`config.mk`:
```
export PLATFORM = sky130hd
export DESIGN_NAME = rc_channel_frame_receiver
export DESIGN_NICKNAME = d
export VERILOG_FILES = /design/src/rtl/rcfr_pkg.sv /design/src/rtl/rcfr_ram.sv /design/src/rtl/rcfr_check.sv /design/src/rtl/rc_channel_frame_receiver.sv
export SDC_FILE = /design/constraint.sdc
export NUM_CORES = 1
export LEC_CHECK = 0
export ABC_AREA = 1
export BUFFER_PORTS_ARGS = -buffer_cell sky130_fd_sc_hd__buf_2
export CORE_MARGIN = 2
export CORE_UTILIZATION = 60
export CTS_CLUSTER_SIZE = 20
export DETAILED_ROUTE_END_ITERATION = 8
export PLACE_DENSITY = 0.78
export SLEW_MARGIN = 20
export SYNTH_ARGS = -nofsm -noshare
export SYNTH_HDL_FRONTEND = slang
export SYNTH_HIERARCHICAL = 1
export SYNTH_SLANG_ARGS = --single-unit
```
`constraint.sdc`:
```
create_clock -name clk -period 3.66 [get_ports clk]
set_clock_uncertainty 0.2 [all_clocks]
set_input_delay 0.366 -clock clk [delete_from_list [all_inputs] [get_ports clk]]
set_output_delay 0.366 -clock clk [all_outputs]
set_load 0.02 [all_outputs]
```
`src/rtl/rcfr_pkg.sv`:
```
`timescale 1ns / 1ps
// shared types, constants and register indexes of the rc channel frame receiver
// no dependencies

package rcfr_pkg;

    localparam int CHANNELS_DEFAULT = 14;
    localparam int CH_W             = 4;
    localparam int VAL_W            = 16;
    localparam int CFG_W            = 64;
    localparam int CFG_IDX_W        = 3;

    localparam logic [VAL_W-1:0] LOW_LIMIT  = 16'd950;
    localparam logic [VAL_W-1:0] HIGH_LIMIT = 16'd2050;

    localparam logic [63:0] DEF_QUAD_RESET = 64'h05DC_05DC_05DC_05DC;
    localparam logic [31:0] DEF_PAIR_RESET = 32'h05DC_05DC;
    localparam logic [15:0] DEAD_RESET     = 16'd1000;
    localparam logic [15:0] HEADER_RESET   = 16'h2040;

    typedef enum logic [CFG_IDX_W-1:0] {
        REG_DEF_CH0_3   = 3'd0,
        REG_DEF_CH4_7   = 3'd1,
        REG_DEF_CH8_11  = 3'd2,
        REG_DEF_CH12_13 = 3'd3,
        REG_DEAD_TIME   = 3'd4,
        REG_HEADER      = 3'd5
    } cfg_reg_t;

    typedef struct packed {
        logic       mode;
        logic [7:0] rx_byte;
    } in_item_t;

    typedef struct packed {
        logic [CH_W-1:0]  channel_index;
        logic [VAL_W-1:0] channel_value;
        logic             replaced;
        logic             failsafe;
        logic             last;
        logic             link_alive;
    } out_item_t;

    typedef struct packed {
        logic [VAL_W-1:0] data;
        logic [VAL_W-1:0] dflt;
        logic             failsafe;
    } chk_req_t;

    typedef struct packed {
        logic [VAL_W-1:0] value;
        logic             replaced;
    } chk_resp_t;

endpackage

```
`src/rtl/rcfr_ram.sv`:
```
`timescale 1ns / 1ps
// generic single write port ram with registered read
// no dependencies

module rcfr_ram #(
    parameter int WIDTH = 16,
    parameter int DEPTH = 14
) (
    input  logic                                      clk,
    input  logic                                      we,
    input  logic [(DEPTH > 1 ? $clog2(DEPTH) : 1)-1:0] waddr,
    input  logic [WIDTH-1:0]                          wdata,
    input  logic [(DEPTH > 1 ? $clog2(DEPTH) : 1)-1:0] raddr,
    output logic [WIDTH-1:0]                          rdata
);

    logic [WIDTH-1:0] mem [DEPTH];
    logic [WIDTH-1:0] rdata_reg;

    always_ff @(posedge clk)
    begin
        if (we)
        begin
            mem[waddr] <= wdata;
        end
        rdata_reg <= mem[raddr];
    end

    assign rdata = rdata_reg;

endmodule

```
`src/rtl/rcfr_check.sv`:
```
`timescale 1ns / 1ps
// shared range check unit: picks the received value or the channel default
// depends on rcfr_pkg

module rcfr_check (
    input  rcfr_pkg::chk_req_t  req,
    output rcfr_pkg::chk_resp_t resp
);

    import rcfr_pkg::*;

    logic out_of_range;

    assign out_of_range = (req.data <= LOW_LIMIT) || (req.data >= HIGH_LIMIT);

    always_comb
    begin
        if (req.failsafe)
        begin
            resp.value    = req.dflt;
            resp.replaced = 1'b0;
        end
        else if (out_of_range)
        begin
            resp.value    = req.dflt;
            resp.replaced = 1'b1;
        end
        else
        begin
            resp.value    = req.data;
            resp.replaced = 1'b0;
        end
    end

endmodule

```
`src/rtl/rc_channel_frame_receiver.sv`:
```
`timescale 1ns / 1ps
// rc channel frame receiver top level: framer, link timer and channel walk sequencer
// depends on rcfr_pkg, rcfr_ram, rcfr_check
// input: a byte or tick item that ends nothing is taken and the input stays ready
// frame end or failsafe: the walk takes each channel through ram read, range check and
// output hand-off, held by any output stall, with input stalled throughout
// reset: config registers to their defaults, framer hunting, link down, no clearing pass

module rc_channel_frame_receiver #(
    parameter int CHANNELS = rcfr_pkg::CHANNELS_DEFAULT
) (
    input  logic                                  clk,
    input  logic                                  rst_n,
    input  logic                                  in_valid,
    output logic                                  in_stall,
    input  rcfr_pkg::in_item_t                    in_item,
    output logic                                  out_valid,
    input  logic                                  out_stall,
    output rcfr_pkg::out_item_t                   out_item,
    input  logic                                  cfg_write,
    input  logic [rcfr_pkg::CFG_IDX_W-1:0]        cfg_index,
    input  logic [rcfr_pkg::CFG_W-1:0]            cfg_data
);

    import rcfr_pkg::*;

    localparam int STORE_BYTES   = 2 * CHANNELS;
    localparam int PAYLOAD_BYTES = 2 * CHANNELS + 2;
    localparam int PCW           = $clog2(PAYLOAD_BYTES + 1);
    localparam int AW            = CHANNELS > 1 ? $clog2(CHANNELS) : 1;

    typedef enum logic [1:0] {
        PH_HUNT,
        PH_HDR1,
        PH_DATA
    } phase_t;

    typedef enum logic [1:0] {
        S_IDLE,
        S_READ,
        S_LOAD,
        S_WAIT
    } state_t;

    // config registers
    logic [63:0]      def0_reg, def1_reg, def2_reg;
    logic [31:0]      def3_reg;
    logic [15:0]      dead_reg;
    logic [15:0]      header_reg;

    // framer and link state
    phase_t           phase_reg, phase_next;
    logic [PCW-1:0]   count_reg, count_next;
    logic [7:0]       lo_byte_reg, lo_byte_next;
    logic             link_up_reg, link_up_next;
    logic [15:0]      idle_reg, idle_next;

    // sequencer
    state_t           state_reg;
    logic [CH_W-1:0]  ch_reg;
    logic             fs_reg;
    logic             out_valid_reg;
    out_item_t        out_item_reg;

    logic             accept;
    logic             start_walk;
    logic             start_fs;
    logic             ram_we;
    logic [AW-1:0]    ram_waddr;
    logic [15:0]      ram_rdata;
    logic [15:0]      dflt;
    logic             ch_last;
    logic [7:0]       hdr_hi;
    logic [7:0]       hdr_lo;
    chk_req_t         chk_req;
    chk_resp_t        chk_resp;

    assign in_stall  = (state_reg != S_IDLE);
    assign accept    = in_valid && !in_stall;
    assign hdr_hi    = header_reg[15:8];
    assign hdr_lo    = header_reg[7:0];
    assign ram_waddr = AW'(count_reg >> 1);
    assign ch_last   = (ch_reg == CH_W'(CHANNELS - 1));

    always_ff @(posedge clk or negedge rst_n)
    begin
        if (!rst_n)
        begin
            def0_reg   <= DEF_QUAD_RESET;
            def1_reg   <= DEF_QUAD_RESET;
            def2_reg   <= DEF_QUAD_RESET;
            def3_reg   <= DEF_PAIR_RESET;
            dead_reg   <= DEAD_RESET;
            header_reg <= HEADER_RESET;
        end
        else if (cfg_write)
        begin
            case (cfg_index)
                REG_DEF_CH0_3:   def0_reg   <= cfg_data;
                REG_DEF_CH4_7:   def1_reg   <= cfg_data;
                REG_DEF_CH8_11:  def2_reg   <= cfg_data;
                REG_DEF_CH12_13: def3_reg   <= cfg_data[31:0];
                REG_DEAD_TIME:   dead_reg   <= cfg_data[15:0];
                REG_HEADER:      header_reg <= cfg_data[15:0];
                default:         ;
            endcase
        end
    end

    always_comb
    begin
        phase_next   = phase_reg;
        count_next   = count_reg;
        lo_byte_next = lo_byte_reg;
        link_up_next = link_up_reg;
        idle_next    = idle_reg;
        ram_we       = 1'b0;
        start_walk   = 1'b0;
        start_fs     = 1'b0;
        if (accept)
        begin
            if (in_item.mode)
            begin
                if (idle_reg != 16'hFFFF)
                begin
                    idle_next = idle_reg + 16'd1;
                end
                if (link_up_reg && (idle_next > dead_reg))
                begin
                    link_up_next = 1'b0;
                    start_fs     = 1'b1;
                end
            end
            else
            begin
                link_up_next = 1'b1;
                idle_next    = '0;
                case (phase_reg)
                    PH_HUNT:
                    begin
                        if (in_item.rx_byte == hdr_hi)
                        begin
                            phase_next = PH_HDR1;
                        end
                    end
                    PH_HDR1:
                    begin
                        if (in_item.rx_byte == hdr_lo)
                        begin
                            phase_next = PH_DATA;
                            count_next = '0;
                        end
                        else if (in_item.rx_byte != hdr_hi)
                        begin
                            phase_next = PH_HUNT;
                        end
                    end
                    PH_DATA:
                    begin
                        if (count_reg < PCW'(STORE_BYTES))
                        begin
                            if (!count_reg[0])
                            begin
                                lo_byte_next = in_item.rx_byte;
                            end
                            else
                            begin
                                ram_we = 1'b1;
                            end
                        end
                        count_next = count_reg + PCW'(1);
                        if (count_next >= PCW'(PAYLOAD_BYTES))
                        begin
                            phase_next = PH_HUNT;
                            count_next = '0;
                            start_walk = 1'b1;
                        end
                    end
                    default:
                    begin
                        phase_next = PH_HUNT;
                    end
                endcase
            end
        end
    end

    always_ff @(posedge clk or negedge rst_n)
    begin
        if (!rst_n)
        begin
            phase_reg   <= PH_HUNT;
            count_reg   <= '0;
            lo_byte_reg <= '0;
            link_up_reg <= 1'b0;
            idle_reg    <= '0;
        end
        else
        begin
            phase_reg   <= phase_next;
            count_reg   <= count_next;
            lo_byte_reg <= lo_byte_next;
            link_up_reg <= link_up_next;
            idle_reg    <= idle_next;
        end
    end

    rcfr_ram #(
        .WIDTH (VAL_W),
        .DEPTH (CHANNELS)
    ) u_store (
        .clk   (clk),
        .we    (ram_we),
        .waddr (ram_waddr),
        .wdata ({in_item.rx_byte, lo_byte_reg}),
        .raddr (ch_reg[AW-1:0]),
        .rdata (ram_rdata)
    );

    // channel default, zero for channels 14 and 15
    always_comb
    begin
        case (ch_reg[3:2])
            2'd0:    dflt = def0_reg[{ch_reg[1:0], 4'b0000} +: 16];
            2'd1:    dflt = def1_reg[{ch_reg[1:0], 4'b0000} +: 16];
            2'd2:    dflt = def2_reg[{ch_reg[1:0], 4'b0000} +: 16];
            default: dflt = ch_reg[1] ? 16'd0 : def3_reg[{ch_reg[0], 4'b0000} +: 16];
        endcase
    end

    assign chk_req.data     = ram_rdata;
    assign chk_req.dflt     = dflt;
    assign chk_req.failsafe = fs_reg;

    rcfr_check u_check (
        .req  (chk_req),
        .resp (chk_resp)
    );

    always_ff @(posedge clk or negedge rst_n)
    begin
        if (!rst_n)
        begin
            state_reg     <= S_IDLE;
            ch_reg        <= '0;
            fs_reg        <= 1'b0;
            out_valid_reg <= 1'b0;
            out_item_reg  <= '0;
        end
        else
        begin
            case (state_reg)
                S_IDLE:
                begin
                    if (start_walk || start_fs)
                    begin
                        ch_reg    <= '0;
                        fs_reg    <= start_fs;
                        state_reg <= S_READ;
                    end
                end
                S_READ:
                begin
                    state_reg <= S_LOAD;
                end
                S_LOAD:
                begin
                    out_valid_reg              <= 1'b1;
                    out_item_reg.channel_index <= ch_reg;
                    out_item_reg.channel_value <= chk_resp.value;
                    out_item_reg.replaced      <= chk_resp.replaced;
                    out_item_reg.failsafe      <= fs_reg;
                    out_item_reg.last          <= ch_last;
                    out_item_reg.link_alive    <= link_up_reg;
                    state_reg                  <= S_WAIT;
                end
                S_WAIT:
                begin
                    if (!out_stall)
                    begin
                        out_valid_reg <= 1'b0;
                        if (ch_last)
                        begin
                            state_reg <= S_IDLE;
                        end
                        else
                        begin
                            ch_reg    <= ch_reg + CH_W'(1);
                            state_reg <= S_READ;
                        end
                    end
                end
                default:
                begin
                    state_reg <= S_IDLE;
                end
            endcase
        end
    end

    assign out_valid = out_valid_reg;
    assign out_item  = out_item_reg;

    a_fs_link_down: assert property (@(posedge clk) disable iff (!rst_n)
        out_valid && out_item.failsafe |-> !out_item.link_alive)
        else $error("failsafe item with link alive");

    a_last_index: assert property (@(posedge clk) disable iff (!rst_n)
        out_valid && out_item.last |-> out_item.channel_index == CH_W'(CHANNELS - 1))
        else $error("last flag on wrong channel");

    a_byte_alive: assert property (@(posedge clk) disable iff (!rst_n)
        in_valid && !in_stall && !in_item.mode |=> link_up_reg && idle_reg == 16'd0)
        else $error("byte did not mark link alive");

    a_ready_no_out: assert property (@(posedge clk) disable iff (!rst_n)
        !in_stall |-> !out_valid)
        else $error("input ready while an item is pending");

    a_gap_after_take: assert property (@(posedge clk) disable iff (!rst_n)
        out_valid && !out_stall |=> !out_valid)
        else $error("output valid right after hand-off");

endmodule

```
==> results.md <==
- Slew Limit Fails: 0
- Setup TNS Final: 0 ps
- Period utilization: 88.63%
- Drt pass-1 iters: 6
- Setup Fix Bufs, Post-CTS: 0
- Critical-path cell list: ha_1 -> nand3_2 -> nor3_4 -> inv_1 -> nor2_2 -> inv_2 -> o21ai_2 -> inv_1 -> ha_1 -> nand2_1 -> nand2_1 -> nand2_1 -> nand2_1 -> nand2_1 -> nand2_1 -> nand2_1 -> nand2_1 -> nand2_1 -> nand2_4 -> nand2_1 -> nand2_1 -> o21ai_1
- Power per cell area: 611.9 nW/µm²
- Mapped Cells: 2733
- Initial Util: roughly three fifths
- Post-DR wirelength/cell: roughly 19 µm
- Core area: 41850 µm²
- Element type at the critical path end: flip-flop
- Layout cell share with drive strength beyond 1: 14.71%
- Via count: 19970
- Worst vdd ir: 450.7 µV
- Hold Fails Final Rpt: 0
- Remaining global-route overflow: 0
- Status: completed
- CTS tree: built
- Cts bufs inserted: 54
- Post-synth cell types: 55
- Seq/Total Area, Yosys: between 50% and 60%
- Initial DRC count: 2228
- Post-Syn Area: 25420 µm²
- WP data arrival: 3530 ps
- Residual DRC: 0
- H-tree lvl count: 2
- Worst endpoint required time: 3940 ps
- Slew headroom: 24.51%
- Site Rows: 75
- Met3 GRT Util: 4.369%
- Slowest CP cell: dfrtp_1
- Clock Sinks: 560
- GR peak layer: met2
- CTS hold repair buffers: around 70
- Mean Syn Cell Area: 9.303 µm²
- Max reg flops: 224
- Post-cts sizing count: 0
- Routability cong.: between 0.8 and 0.9
- Buffers added on ports: approximately 110
- Worst setup SP type: flip-flop
- Initial antenna violation count: 1
- WHS: 19.24 ps
- Hold crit path type: input pin to flip-flop
- Final-stage net count: 2974
- Setup violators final: 0
- Most used cell, CP: nand2_1
- Pleak: 13.09 nW
- Clock slew at reported path FFs: 70 ps
- Final wirelength: 65.45 mm
- Crit path max fanout: 9
- Worst-Skew Late Latency: 620 ps
- Reg with most FFs: u_store/mem
- Synthesized flop and latch total: 560
- Filler cells: around 3000
- Wire length of the first global-routing pass: 104.3 mm
- MaxCap Viol Count: 0
- Die W: 209.9 µm
- Synthesis Warnings: 6
- Worst-Margin Slew: roughly 1100 ps
- Met1 GRT Util: 41.33%
- Hpwl dp: 40.45 mm
- Min Tclk post-route: approximately 3200 ps
- Max clock buf depth: 3
- GR Util All Layers: 30.21%
- Largest net degree at the start of global routing: 133
- Crit Path Category: flip-flop to flip-flop
- Clock Tree Root: clkbuf_16
- Die area: between 40000 and 50000 µm²
- Number of global-route vias before repair: 19210
- Synthesis-to-layout area growth: 13.68%
- Syn nets: 2843
- Die Span Y: 209.9 µm
- CP peak stage delay: between 300 and 400 ps
- R2R Setup Slk: 420 ps
- IO Count: 107
- RSZ-0062 raised after global routing: no
- Vias per Instance: slightly below 6
- Final ANT Viol Nets: 0
- Max Freq: 308.3 MHz
- Global Route met2 Usage: 49.44%
-- cells by family (layout without fill, tap and decap cells) --
| family | count (synthesis) | in the layout | share of synthesized area, % |
|---|---|---|---|
| AOI/OAI and AO/OA | 546 | 546 | 12.20 |
| and+or+nand+nor | 1154 | 1154 | 18.87 |
| xor gates and xnor gates | 20 | 20 | 0.7481 |
| muxes | 5 | 5 | 0.2805 |
| buffers and inverters | 419 | 596 | 6.732 |
| DFF | 560 | 560 | 59.73 |
| adders and majority gates | 29 | 29 | 1.427 |
| other | 0 | 1 | 0 |
-- path summary, 6_finish.rpt --
| kind | end | cells past startpoint | start |
|---|---|---|---|
| setup / recovery | state_reg[0]$_DFFE_PN0P_ | 22 | idle_reg[1]$_DFFE_PN0P_ |
| hold / removal | u_store/mem[11][12]$_DFFE_PP_ | 1 | in_item[4] |
| max in group asynchronous | dead_reg[6]$_DFFE_PN1P_ | 3 | rst_n |
| setup reg to reg | state_reg[0]$_DFFE_PN0P_ | 22 | idle_reg[1]$_DFFE_PN0P_ |
| hold reg to reg | out_item[16]$_DFFE_PN0P_ | 2 | out_item[16]$_DFFE_PN0P_ |
| min in group asynchronous | def0_reg[30]$_DFFE_PN0P_ | 2 | rst_n |
-- area by class of cell --
cell class,count,area (µm²),area share [%]
multi-input cells,1754,8563,29.63
clock buffers,76,1515,5.242
inverters,266,1001,3.463
flip-flops and latches,560,15190,52.56
repair buffers,228,1747,6.043
diodes,1,2.502,0.008658
well taps,539,674.4,2.333
clock inverters,26,207.7,0.7186
-- cell usage after synthesis (all sizes together) --
cell / n / share of area (%)
nand4: 29 / 0.77
nand3: 152 / 3.1
xnor2: 8 / 0.31
o31ai: 1 / 0.030
nand3b: 1 / 0.030
buf: 59 / 1.4
o211ai: 2 / 0.059
dfstp: 106 / 11
and2: 1 / 0.025
a21oi: 54 / 1.1
o21a: 15 / 0.44
a31oi: 3 / 0.074
or2: 9 / 0.22
clkbuf: 94 / 1.4
o22ai: 6 / 0.20
o21bai: 11 / 0.32
xor2: 12 / 0.44
o21ai: 383 / 7.6
ha: 29 / 1.4
a221oi: 38 / 1.3
nor2: 109 / 1.7
nor3: 23 / 0.61
dfrtp: 214 / 21
a31o: 12 / 0.41
dfxtp: 16 / 1.3
a22o: 18 / 0.62
mux2: 5 / 0.28
nand2: 830 / 12
a21o: 2 / 0.059
edfxtp: 224 / 26
a211oi: 1 / 0.030
inv: 266 / 3.9
-- critical path, delay by kind of cell (launching register included) --
| family | cells | cell delay (ps) |
|---|---|---|
| simple gates | 15 | 1480 |
| fa+ha+maj | 2 | 530 |
| flops | 1 | 390 |
| buf+inv | 3 | 290 |
| compound gates | 2 | 230 |
-- report_power, final --
| part | internal, W | switching, W | total, W | leakage (nW) |
|---|---|---|---|---|
| sequential | 0.00748 | 0.000546 | 0.00802 | 5.76 |
| combinational | 0.00137 | 0.00284 | 0.00421 | 6.47 |
| clock | 0.00305 | 0.00241 | 0.00546 | 0.856 |
| total | 0.0119 | 0.00580 | 0.0177 | 13.1 |
-- per-stage QoR --
stage               power [W]  cell area (µm²)  cells  utilization [%]  setup slack [ps]
finish                0.01769            28900   3450            69.06             416.1
global route          0.01856            28900   3450            69.06             126.0
CTS                   0.01768            28900   3449            69.05             398.4
detailed placement    0.01217            26470   3276            63.24             468.8
global placement      0.01201            26470   3276            63.24             522.9
floorplan             0.01083            25420   2733                -             863.7
-- layout by cell type (no fill, tap or decap), types with 38 or more instances in the layout --
master,instances
inv_1,255
a221oi_1,38
dfrtp_1,212
edfxtp_1,224
dfstp_2,106
dlygate4sd3_1,71
buf_2,105
nor2_1,103
nand2_1,814
a21oi_1,52
clkbuf_16,55
buf_4,42
o21ai_0,360
nand3_1,145
-- layer usage --
metal | wire, µm | vias up
li1 | - | 9291
met1 | 26310 | 9621
met2 | 31920 | 926
met3 | 5080 | 131
met4 | 2138 | 0
met5 | 0 | -
(Power assumes the default switching activity.)
